<file path="src/hdl/tcce_pkg.sv">
// ----------------------------------------------------------------------------
// tcce_pkg
// Shared constants, codes and types of the text console cursor engine.
// ----------------------------------------------------------------------------
package tcce_pkg;

    localparam int COLUMNS   = 80;
    localparam int ROWS      = 25;
    localparam int COL_W     = $clog2(COLUMNS);
    localparam int ROW_W     = $clog2(ROWS);
    localparam int CHAR_W    = 8;
    localparam int ATTR_W    = 8;
    localparam int OUT_ROW_W = 5;
    localparam int OUT_COL_W = 7;

    localparam logic [CHAR_W-1:0] CODE_NUL       = 8'd0;
    localparam logic [CHAR_W-1:0] CODE_BACKSPACE = 8'd8;
    localparam logic [CHAR_W-1:0] CODE_NEWLINE   = 8'd10;
    localparam logic [CHAR_W-1:0] CODE_SPACE     = 8'd32;

    localparam logic [ATTR_W-1:0] TEXT_COLOR_RESET = 8'd7;

    typedef struct packed {
        logic                 write_valid;
        logic [OUT_ROW_W-1:0] write_row;
        logic [OUT_COL_W-1:0] write_col;
        logic [CHAR_W-1:0]    write_glyph;
        logic [ATTR_W-1:0]    write_attr;
        logic                 scroll_request;
        logic [OUT_ROW_W-1:0] cursor_row_out;
        logic [OUT_COL_W-1:0] cursor_col_out;
    } result_t;

endpackage

</file>
<file path="src/hdl/tcce_if.sv">
// ----------------------------------------------------------------------------
// tcce_char_if / tcce_result_if
// Valid/ready channels for character codes and cursor results.
// ----------------------------------------------------------------------------
interface tcce_char_if;
    import tcce_pkg::*;

    logic              valid;
    logic              ready;
    logic [CHAR_W-1:0] char_code;

    modport source (output valid, output char_code, input ready);
    modport sink   (input valid, input char_code, output ready);
endinterface

interface tcce_result_if;
    import tcce_pkg::*;

    logic                 valid;
    logic                 ready;
    logic                 write_valid;
    logic [OUT_ROW_W-1:0] write_row;
    logic [OUT_COL_W-1:0] write_col;
    logic [CHAR_W-1:0]    write_glyph;
    logic [ATTR_W-1:0]    write_attr;
    logic                 scroll_request;
    logic [OUT_ROW_W-1:0] cursor_row_out;
    logic [OUT_COL_W-1:0] cursor_col_out;

    modport source (
        output valid, output write_valid, output write_row, output write_col,
        output write_glyph, output write_attr, output scroll_request,
        output cursor_row_out, output cursor_col_out, input ready
    );
    modport sink (
        input valid, input write_valid, input write_row, input write_col,
        input write_glyph, input write_attr, input scroll_request,
        input cursor_row_out, input cursor_col_out, output ready
    );
endinterface

</file>
<file path="src/hdl/tcce_cursor_step.sv">
// ----------------------------------------------------------------------------
// tcce_cursor_step
// Next cursor position and cell write for one character code.
// ----------------------------------------------------------------------------
module tcce_cursor_step (
    input  logic [tcce_pkg::COL_W-1:0]  cursor_col,
    input  logic [tcce_pkg::ROW_W-1:0]  cursor_row,
    input  logic [tcce_pkg::CHAR_W-1:0] char_code,
    input  logic [tcce_pkg::ATTR_W-1:0] text_color,
    output logic [tcce_pkg::COL_W-1:0]  col_next,
    output logic [tcce_pkg::ROW_W-1:0]  row_next,
    output tcce_pkg::result_t           result
);
    import tcce_pkg::*;

    logic [COL_W:0]      col_inc;
    logic                last_row;
    logic                wv;
    logic                scroll;
    logic [COL_W-1:0]    wcol;
    logic [ROW_W-1:0]    wrow;
    logic [CHAR_W-1:0]   glyph;

    assign col_inc  = {1'b0, cursor_col} + (COL_W+1)'(1);
    assign last_row = (cursor_row == ROW_W'(ROWS - 1));

    always_comb
    begin
        col_next = cursor_col;
        row_next = cursor_row;
        wv       = 1'b0;
        scroll   = 1'b0;
        wcol     = cursor_col;
        wrow     = cursor_row;
        glyph    = char_code;
        case (char_code)
            CODE_NUL:
            begin
            end
            CODE_BACKSPACE:
            begin
                if (cursor_col != '0)
                begin
                    col_next = cursor_col - COL_W'(1);
                end
                else if (cursor_row != '0)
                begin
                    row_next = cursor_row - ROW_W'(1);
                    col_next = COL_W'(COLUMNS - 1);
                end
                wv    = 1'b1;
                wcol  = col_next;
                wrow  = row_next;
                glyph = CODE_SPACE;
            end
            CODE_NEWLINE:
            begin
                col_next = '0;
                if (last_row)
                begin
                    scroll = 1'b1;
                end
                else
                begin
                    row_next = cursor_row + ROW_W'(1);
                end
            end
            default:
            begin
                wv = 1'b1;
                if (col_inc >= (COL_W+1)'(COLUMNS))
                begin
                    col_next = '0;
                    if (last_row)
                    begin
                        scroll = 1'b1;
                    end
                    else
                    begin
                        row_next = cursor_row + ROW_W'(1);
                    end
                end
                else
                begin
                    col_next = col_inc[COL_W-1:0];
                end
            end
        endcase
    end

    always_comb
    begin
        result.write_valid    = wv;
        result.write_row      = wv ? OUT_ROW_W'(wrow) : '0;
        result.write_col      = wv ? OUT_COL_W'(wcol) : '0;
        result.write_glyph    = wv ? glyph : '0;
        result.write_attr     = wv ? text_color : '0;
        result.scroll_request = scroll;
        result.cursor_row_out = OUT_ROW_W'(row_next);
        result.cursor_col_out = OUT_COL_W'(col_next);
    end

endmodule

</file>
<file path="src/hdl/text_console_cursor_engine_unit.sv">
// ----------------------------------------------------------------------------
// text_console_cursor_engine_unit
// Text screen cursor engine: one character in, one cell write result out.
// ----------------------------------------------------------------------------
// Registers: an input register, then a result register, lie between an input
//   transaction and result valid.
// Throughput: one character per cycle while the result is taken; the cursor
//   update is a single pass of compares and increments between the two registers.
// Reset: cursor at row 0, column 0; text color 7; both stages empty.
// ----------------------------------------------------------------------------
module text_console_cursor_engine_unit (
    input  logic                        clk,
    input  logic                        rst_n,
    input  logic                        cfg_write_en,
    input  logic [tcce_pkg::ATTR_W-1:0] cfg_write_data,
    tcce_char_if.sink                   char_chan,
    tcce_result_if.source               result_chan
);
    import tcce_pkg::*;

    logic              in_valid_reg;
    logic [CHAR_W-1:0] char_reg;
    logic              out_valid_reg;
    result_t           result_reg;
    result_t           result_next;
    logic [COL_W-1:0]  col_reg;
    logic [COL_W-1:0]  col_next;
    logic [ROW_W-1:0]  row_reg;
    logic [ROW_W-1:0]  row_next;
    logic [ATTR_W-1:0] color_reg;
    logic              advance;

    assign advance         = in_valid_reg && (!out_valid_reg || result_chan.ready);
    assign char_chan.ready = !in_valid_reg || advance;

    tcce_cursor_step u_step (
        .cursor_col (col_reg),
        .cursor_row (row_reg),
        .char_code  (char_reg),
        .text_color (color_reg),
        .col_next   (col_next),
        .row_next   (row_next),
        .result     (result_next)
    );

    always_ff @(posedge clk or negedge rst_n)
    begin
        if (!rst_n)
        begin
            in_valid_reg  <= 1'b0;
            out_valid_reg <= 1'b0;
            col_reg       <= '0;
            row_reg       <= '0;
            color_reg     <= TEXT_COLOR_RESET;
        end
        else
        begin
            if (char_chan.ready)
            begin
                in_valid_reg <= char_chan.valid;
            end
            if (advance)
            begin
                out_valid_reg <= 1'b1;
                col_reg       <= col_next;
                row_reg       <= row_next;
            end
            else if (result_chan.ready)
            begin
                out_valid_reg <= 1'b0;
            end
            if (cfg_write_en)
            begin
                color_reg <= cfg_write_data;
            end
        end
    end

    // hold payloads while stalled
    always_ff @(posedge clk)
    begin
        if (char_chan.valid && char_chan.ready)
        begin
            char_reg <= char_chan.char_code;
        end
        if (advance)
        begin
            result_reg <= result_next;
        end
    end

    assign result_chan.valid          = out_valid_reg;
    assign result_chan.write_valid    = result_reg.write_valid;
    assign result_chan.write_row      = result_reg.write_row;
    assign result_chan.write_col      = result_reg.write_col;
    assign result_chan.write_glyph    = result_reg.write_glyph;
    assign result_chan.write_attr     = result_reg.write_attr;
    assign result_chan.scroll_request = result_reg.scroll_request;
    assign result_chan.cursor_row_out = result_reg.cursor_row_out;
    assign result_chan.cursor_col_out = result_reg.cursor_col_out;

endmodule
</file>
<file path="src/flat_wrapper.sv">
// flat-port wrapper written by rule: the top's interface ports become plain ports
module text_console_cursor_engine_unit_flat import tcce_pkg::*;
  (clk, rst_n, cfg_write_en, cfg_write_data, char_chan_valid, char_chan_char_code, char_chan_ready, result_chan_valid, result_chan_write_valid, result_chan_write_row, result_chan_write_col, result_chan_write_glyph, result_chan_write_attr, result_chan_scroll_request, result_chan_cursor_row_out, result_chan_cursor_col_out, result_chan_ready);
  tcce_char_if char_chan_i ();
  tcce_result_if result_chan_i ();
  input  logic clk;
  input  logic rst_n;
  input  logic cfg_write_en;
  input  logic [tcce_pkg::ATTR_W-1:0] cfg_write_data;
  input wire logic [$bits(char_chan_i.valid)-1:0] char_chan_valid;
  input wire logic [$bits(char_chan_i.char_code)-1:0] char_chan_char_code;
  output wire logic [$bits(char_chan_i.ready)-1:0] char_chan_ready;
  output wire logic [$bits(result_chan_i.valid)-1:0] result_chan_valid;
  output wire logic [$bits(result_chan_i.write_valid)-1:0] result_chan_write_valid;
  output wire logic [$bits(result_chan_i.write_row)-1:0] result_chan_write_row;
  output wire logic [$bits(result_chan_i.write_col)-1:0] result_chan_write_col;
  output wire logic [$bits(result_chan_i.write_glyph)-1:0] result_chan_write_glyph;
  output wire logic [$bits(result_chan_i.write_attr)-1:0] result_chan_write_attr;
  output wire logic [$bits(result_chan_i.scroll_request)-1:0] result_chan_scroll_request;
  output wire logic [$bits(result_chan_i.cursor_row_out)-1:0] result_chan_cursor_row_out;
  output wire logic [$bits(result_chan_i.cursor_col_out)-1:0] result_chan_cursor_col_out;
  input wire logic [$bits(result_chan_i.ready)-1:0] result_chan_ready;
  assign char_chan_i.valid = char_chan_valid;
  assign char_chan_i.char_code = char_chan_char_code;
  assign char_chan_ready = char_chan_i.ready;
  assign result_chan_valid = result_chan_i.valid;
  assign result_chan_write_valid = result_chan_i.write_valid;
  assign result_chan_write_row = result_chan_i.write_row;
  assign result_chan_write_col = result_chan_i.write_col;
  assign result_chan_write_glyph = result_chan_i.write_glyph;
  assign result_chan_write_attr = result_chan_i.write_attr;
  assign result_chan_scroll_request = result_chan_i.scroll_request;
  assign result_chan_cursor_row_out = result_chan_i.cursor_row_out;
  assign result_chan_cursor_col_out = result_chan_i.cursor_col_out;
  assign result_chan_i.ready = result_chan_ready;
  text_console_cursor_engine_unit u_core (.clk(clk), .rst_n(rst_n), .cfg_write_en(cfg_write_en), .cfg_write_data(cfg_write_data), .char_chan(char_chan_i), .result_chan(result_chan_i));
endmodule
</file>
<file path="config.mk">
export PLATFORM = sky130hd
export DESIGN_NAME = text_console_cursor_engine_unit_flat
export DESIGN_NICKNAME = d
export VERILOG_FILES = /design/src/hdl/tcce_pkg.sv /design/src/hdl/tcce_if.sv /design/src/hdl/tcce_cursor_step.sv /design/src/hdl/text_console_cursor_engine_unit.sv /design/src/flat_wrapper.sv
export SDC_FILE = /design/constraint.sdc
export NUM_CORES = 1
export LEC_CHECK = 0
export BUFFER_PORTS_ARGS = -buffer_cell sky130_fd_sc_hd__buf_2
export CORE_MARGIN = 2
export CORE_UTILIZATION = 55
export CTS_CLUSTER_DIAMETER = 120
export CTS_CLUSTER_SIZE = 28
export DETAILED_ROUTE_END_ITERATION = 16
export PLACE_DENSITY = 0.78
export SKIP_CTS_REPAIR_TIMING = 1
export SLEW_MARGIN = 20
export SYNTH_ARGS = -nofsm -noshare
export SYNTH_HDL_FRONTEND = slang
export SYNTH_SLANG_ARGS = --single-unit
export TNS_END_PERCENT = 10
</file>
<file path="constraint.sdc">
create_clock -name clk -period 4.76 [get_ports clk]
set_clock_uncertainty 0.2 [all_clocks]
set_input_delay 0.238 -clock clk [delete_from_list [all_inputs] [get_ports clk]]
set_output_delay 0.238 -clock clk [all_outputs]
set_load 0.1 [all_outputs]
</file>
==> results of run 1 <==
==> how the worst min path moves through the flow <==
stage	start	endpoint	slack, ns	cells after the start
final	result_chan_ready	u_core.result_chan.valid	-0.03	3
after global routing	result_chan_ready	u_core.result_chan.valid	0.01	3
after CTS	rst_n	u_core.color_reg[3]	-0.35	1
after detailed placement	rst_n	u_core.col_reg[0]	0.04	1
after global placement	rst_n	u_core.col_reg[4]	0.04	1
after floorplan	rst_n	u_core.col_reg[0]	-0.26	0
==> cell usage after synthesis, types with 5 or more instances <==
cell type / count / area [um2]
a21oi_1: 16 / 80.1
and2_1: 14 / 87.6
buf_2: 5 / 25.0
clkbuf_1: 18 / 67.6
dfrtp_1: 19 / 475
edfxtp_1: 50 / 1500
ha_1: 5 / 62.6
inv_1: 10 / 37.5
mux2_2: 9 / 101
nand2_1: 23 / 86.3
nand2b_1: 8 / 50.1
nand3_1: 14 / 70.1
nor2_1: 25 / 93.8
nor3_1: 14 / 70.1
o211ai_1: 7 / 52.6
o21ai_0: 23 / 115
or4_1: 5 / 37.5
xnor2_1: 7 / 61.3
xor2_1: 5 / 43.8
==> cell type report <==
cell class                      count  share of cell area (%)
Clock buffer                        9                    2.72
Sequential cell                    72                    45.1
Multi-Input combinational cell    251                    36.1
Tap cell                           96                    2.64
Timing Repair Buffer               83                    11.1
Inverter                           11                   0.906
Clock inverter                      7                    1.37
==> kinds of logic (layout without fill, tap and decap cells) <==
| kind of cell | Yosys count | after routing | synth area share (%) |
|---|---|---|---|
| AO/OA/AOI/OAI | 92 | 92 | 16.4 |
| XOR/XNOR | 12 | 12 | 2.72 |
| adder cells (fa/ha/maj) | 5 | 5 | 1.62 |
| buffers and inverters | 39 | 110 | 4.56 |
| flip-flops | 72 | 72 | 53.1 |
| multiplexers | 13 | 13 | 3.65 |
| AND/OR/NAND/NOR | 129 | 129 | 17.9 |
==> per-layer routing <==
metal  share of wire, %  global-route usage (%)  vias to the layer above
met3                8.1                    6.31                       15
met5                  0                       0                        -
met1                 43                    33.4                     1542
met4                1.6                    9.93                        0
li1                   -                       -                     1505
met2                 47                    37.9                      179
==> worst reg2reg max path, cell delays in order, from the launching register on <==
cell,delay [ns]
edfxtp_1,0.40
nor4_1,0.66
nand4_1,0.69
nor4_1,0.55
a211oi_1,0.15
o211ai_1,0.21
==> power breakdown <==
part | switching (mW) | internal [mW] | total [mW]
Combinational | 0.906 | 0.313 | 1.22
Sequential | 0.159 | 0.830 | 0.988
Clock | 0.235 | 0.236 | 0.471
Total | 1.30 | 1.38 | 2.68
==> stage by stage <==
step | hold WS [ns] | util (%) | setup slack, ns
after floorplan | -0.258 | - | 1.61
after global placement | 0.0394 | 61.6 | 1.78
after detailed placement | 0.0379 | 61.6 | 1.62
after CTS | -0.350 | 64.3 | 1.59
after global routing | 0.0122 | 67.1 | 1.63
final | -0.0339 | 67.1 | 1.81
==> metrics.yaml, run 1 <==
status:
  status: "complete, but fails checks"
  violations: "hold timing"
grt:
  antenna_found_initial: 0
  track_usage_pct: 24.5
  grt_max_degree: 52
  gr-total-overflow: 0
  grt_pass1_wl_um: 14400
  grt_pass1_vias: 2940
setup_path:
  critPathKind: "flip-flop to flip-flop"
  crit_required_ns: 4.82
  cp_data_arrival_time_ns: 3.01
  crit_start: "u_core.char_reg[2]"
  r2r-start: "u_core.char_reg[2]"
  r2r_cells: 5
  crit_top_cell: "nor4_1"
  setup.worst_path.end_class: "flip-flop"
  cpLargestDelayFamily: "simple AND/OR/NAND/NOR gates"
  crit_path_max_fanout: 15
  worst-path-stages: 5
  path_buf_inv: 0
  worst_path_largest_cell_delay_ns: 0.69
  cp_cell_sequence: "nor4_1 -> nand4_1 -> nor4_1 -> a211oi_1 -> o211ai_1"
  start_kind: "flip-flop"
  reg2reg_to: "u_core.row_reg[4]"
  slowest_stage: "nand4_1"
  crit_end: "u_core.row_reg[4]"
  rrSetupSlack_ns: 1.81
sta:
  setup_viol: 0
  hold_viol: 2
  fmax_mhz: 339
  tns_ns: 0
  slew-limit-headroom_pct: 44.2
  worst_pin_slew_ns: 0.831
  period_needed_ns: 2.95
  rsz0062_at_grt: "false"
  whs_ns: -0.0339
  maxSlewViolCount: 0
  finalCritPeriodShare_pct: 62.1
clock_network:
  ctsHtreeMaxLevel: 3
  clkTransAtPathRegs_ns: 0.07
  max-clock-path-buffers: 2
  cts.sinks: 72
  insertion_delay_ns: 0.37
  cts_tree: "built"
  cts-root-buf: "clkbuf_8"
  cts_made_buffers: 9
die:
  fp.dieW_um: 87.9
  row_count: 30
  initial_core_util_pct: 57.0
  die_h_um: 87.9
  ios: 65
  die_area_um2: 7720
  core_area_um2: 6790
layout:
  fillers: 538
  layout.nets: 454
  final_layout_size_suffix_gt1_share_pct: 23.1
  area_delta_synth_final_pct: 17.8
  multi_input_area_um2: 1650
  mostFrequentLayoutCells: "buf_2, edfxtp_1, nor2_1"
  fin_cells: 529
  n_antenna_cell: 0
  ff_latch_area_um2: 2060
  finalInstanceArea_um2: 4560
  layout_commonest_cell: "buf_2"
power_and_ir_drop:
  vdd_drop_max_mv: 0.399
  p_leak_nw: 1.68
  totalPowerFinal_mw: 2.68
  p_per_area_nw_per_um2: 588
synth:
  synth.avg_cell_area_um2: 10.7
  synth_edf_count: 50
  seq_area_frac_synth_pct: 53.1
  synth_flop_cell: "edfxtp_1"
  yosys_warnings: 0
  synthCells: 362
  synth-seq-cells: 72
  syn_nets: 388
  async_flop_share_pct: 30.6
  synth.distinct_cells: 63
  synthesis.area_um2: 3870
routing:
  vias_per_cell: 6.13
  wl_per_cell_um: 17.5
  firstDrtPassIters: 5
  vias: 3241
  routed_wl_um: 9280
  ant_nets: 0
  first_iter_violations: 371
  post-route-drc-count: 0
placement:
  place_area_um2: 4180
  portBuffers: 64
  place_congestion: 0.999
  dp_cells: 495
  dpl.hpwl_um: 6060
run:
  maxCapViolCount: 0
hold_path:
  hold_class: "input pin to flip-flop"
Power figures use the tool's default switching activity.
==> run 2: changes to the inputs <==
--- a/config.mk
+++ b/config.mk
@@ -7,11 +7,11 @@
 export LEC_CHECK = 0
 export BUFFER_PORTS_ARGS = -buffer_cell sky130_fd_sc_hd__buf_2
 export CORE_MARGIN = 2
-export CORE_UTILIZATION = 55
+export CORE_UTILIZATION = 51
 export CTS_CLUSTER_DIAMETER = 120
 export CTS_CLUSTER_SIZE = 28
 export DETAILED_ROUTE_END_ITERATION = 16
-export PLACE_DENSITY = 0.78
+export PLACE_DENSITY = 0.76
 export SKIP_CTS_REPAIR_TIMING = 1
 export SLEW_MARGIN = 20
 export SYNTH_ARGS = -nofsm -noshare
==> constraint.sdc (replaced) <==
create_clock -name clk -period 2.5 [get_ports clk]
set_clock_uncertainty 0.2 [all_clocks]
set_input_delay 0.125 -clock clk [delete_from_list [all_inputs] [get_ports clk]]
set_output_delay 0.125 -clock clk [all_outputs]
set_load 0.1 [all_outputs]
==> metrics.yaml, run 2 (synthesized netlist as in run 1, its figures left out) <==
status:
  status: "finished, final reports clean"
sta:
  period_needed_ns: 2.44
  fmax_mhz: 410
  maxSlewViolCount: 0
  timing.final.ws_setup_ns: 0.0605
  setup_viol: 0
  slew-limit-headroom_pct: 61.2
  whs_ns: 0.0936
  worst_pin_slew_ns: 0.578
  rsz0062_at_grt: "false"
  finalCritPeriodShare_pct: 97.6
  hold_viol: 0
  tns_ns: 0
clock_network:
  max-clock-path-buffers: 2
  ctsHtreeMaxLevel: 3
  cts_made_buffers: 9
  insertion_delay_ns: 0.37
  cts_tree: "built"
  clkTransAtPathRegs_ns: 0.08
  cts.sinks: 72
  cts-root-buf: "clkbuf_8"
setup_path:
  critPathKind: "flip-flop to flip-flop"
  r2r_cells: 8
  start_kind: "flip-flop"
  crit_path_max_fanout: 6
  cp_data_arrival_time_ns: 2.33
  crit_required_ns: 2.39
  setup.worst_path.end_class: "flip-flop"
placement:
  portBuffers: 64
  place_congestion: 0.952
  dpl.hpwl_um: 7370
  pre_cts_slack_ns: 0.0251
routing:
  routed_wl_um: 10900
  wl_per_cell_um: 18.3
  first_iter_violations: 228
  ant_nets: 0
  firstDrtPassIters: 5
  vias_per_cell: 5.91
  vias: 3520
  post-route-drc-count: 0
layout:
  n_antenna_cell: 0
  final_layout_size_suffix_gt1_share_pct: 34.6
  mostFrequentLayoutCells: "buf_2, buf_4, edfxtp_1"
  area_delta_synth_final_pct: 34.1
  layout.nets: 518
  fillers: 548
  layout_commonest_cell: "buf_2"
power_and_ir_drop:
  p_per_area_nw_per_um2: 1110
  vdd_drop_max_mv: 0.722
  p_leak_nw: 2.04
  totalPowerFinal_mw: 5.77
grt:
  grtUsageMet3_pct: 5.31
  track_usage_pct: 25.9
  grtUsageMet2_pct: 40.9
  gr-total-overflow: 0
  grt_pass1_wl_um: 16700
  met1_usage_pct: 34.8
  grt_pass1_vias: 3339
  top_usage_layer: "met2"
  grt_max_degree: 25
  antenna_found_initial: 0
die:
  die_h_um: 91.1
  row_count: 31
  initial_core_util_pct: 53.1
  core_area_um2: 7290
  ios: 65
  die_area_um2: 8300
  fp.dieW_um: 91.1
hold_path:
  hold_class: "input pin to async pin"
run:
  maxCapViolCount: 0
-- run 2: cell count changes in the layout (fill, tap and decap cells not counted), moves of 2 or more --
cell           previous run  this run
ha_1                      5         3
dfrtp_1                  19        15
clkbuf_16                 0         2
dlygate4sd3_1            18        28
dfrtp_2                   0         4
buf_4                     1        55
clkinv_1                  3         0
clkinvlp_4                2         0
-- run 2: report_power, final --
group / internal [mW] / leakage, nW / switching [mW]
Sequential: 1.58 / 0.722 / 0.189
Combinational: 0.858 / 1.19 / 1.97
Clock: 0.687 / 0.130 / 0.478
Total: 3.13 / 2.04 / 2.64
-- run 2: stage by stage --
| step | std cells | utilization (%) | area [um2] |
|---|---|---|---|
| 6_report | 596 | 71.2 | 5190 |
| 2_1_floorplan | 362 | - | 3870 |
| 5_1_grt | 596 | 71.2 | 5190 |
| 3_5_place_dp | 552 | 63.0 | 4600 |
| 3_3_place_gp | 552 | 63.0 | 4600 |
| 4_1_cts | 568 | 66.6 | 4850 |
-- run 2: worst paths after layout --
path / from / to / slack [ns]
hold / removal: rst_n / u_core.color_reg[7] / 0.09
min in group clk: char_chan_char_code[2] / u_core.char_reg[2] / 0.28
hold reg to reg: u_core.char_reg[7] / u_core.result_chan.write_glyph[7] / 0.28
setup reg to reg: u_core.col_reg[0] / u_core.result_chan.cursor_row_out[2] / 0.06
setup / recovery: u_core.col_reg[0] / u_core.result_chan.cursor_row_out[2] / 0.06
max in group asynchronous: rst_n / u_core.result_chan.valid / 1.59
-- run 2: final cells by class --
cell class / count / area [um2] / area share (%)
flip-flops and latches: 72 / 2060 / 39.7
multi-input cells: 251 / 1690 / 32.6
repair buffers: 147 / 1010 / 19.5
clock buffers: 11 / 174 / 3.35
well taps: 99 / 124 / 2.39
clock inverters: 5 / 82.6 / 1.59
inverters: 11 / 42.5 / 0.820
-- run 2: routing by layer --
| layer | wire, um | up-vias |
|---|---|---|
| met5 | 0 | - |
| met4 | 196 | 0 |
| met3 | 799 | 19 |
| met2 | 5300 | 153 |
| met1 | 4620 | 1728 |
| li1 | - | 1620 |
-- run 2: worst max-delay path: stages (launching register included) --
cell and delay [ns]:
dfrtp_2 0.46, inv_1 0.10, ha_2 0.20, buf_4 0.13, nand2b_2 0.11, or4_4 0.46
mux2i_1 0.20, o22a_1 0.19, o21ai_1 0.11
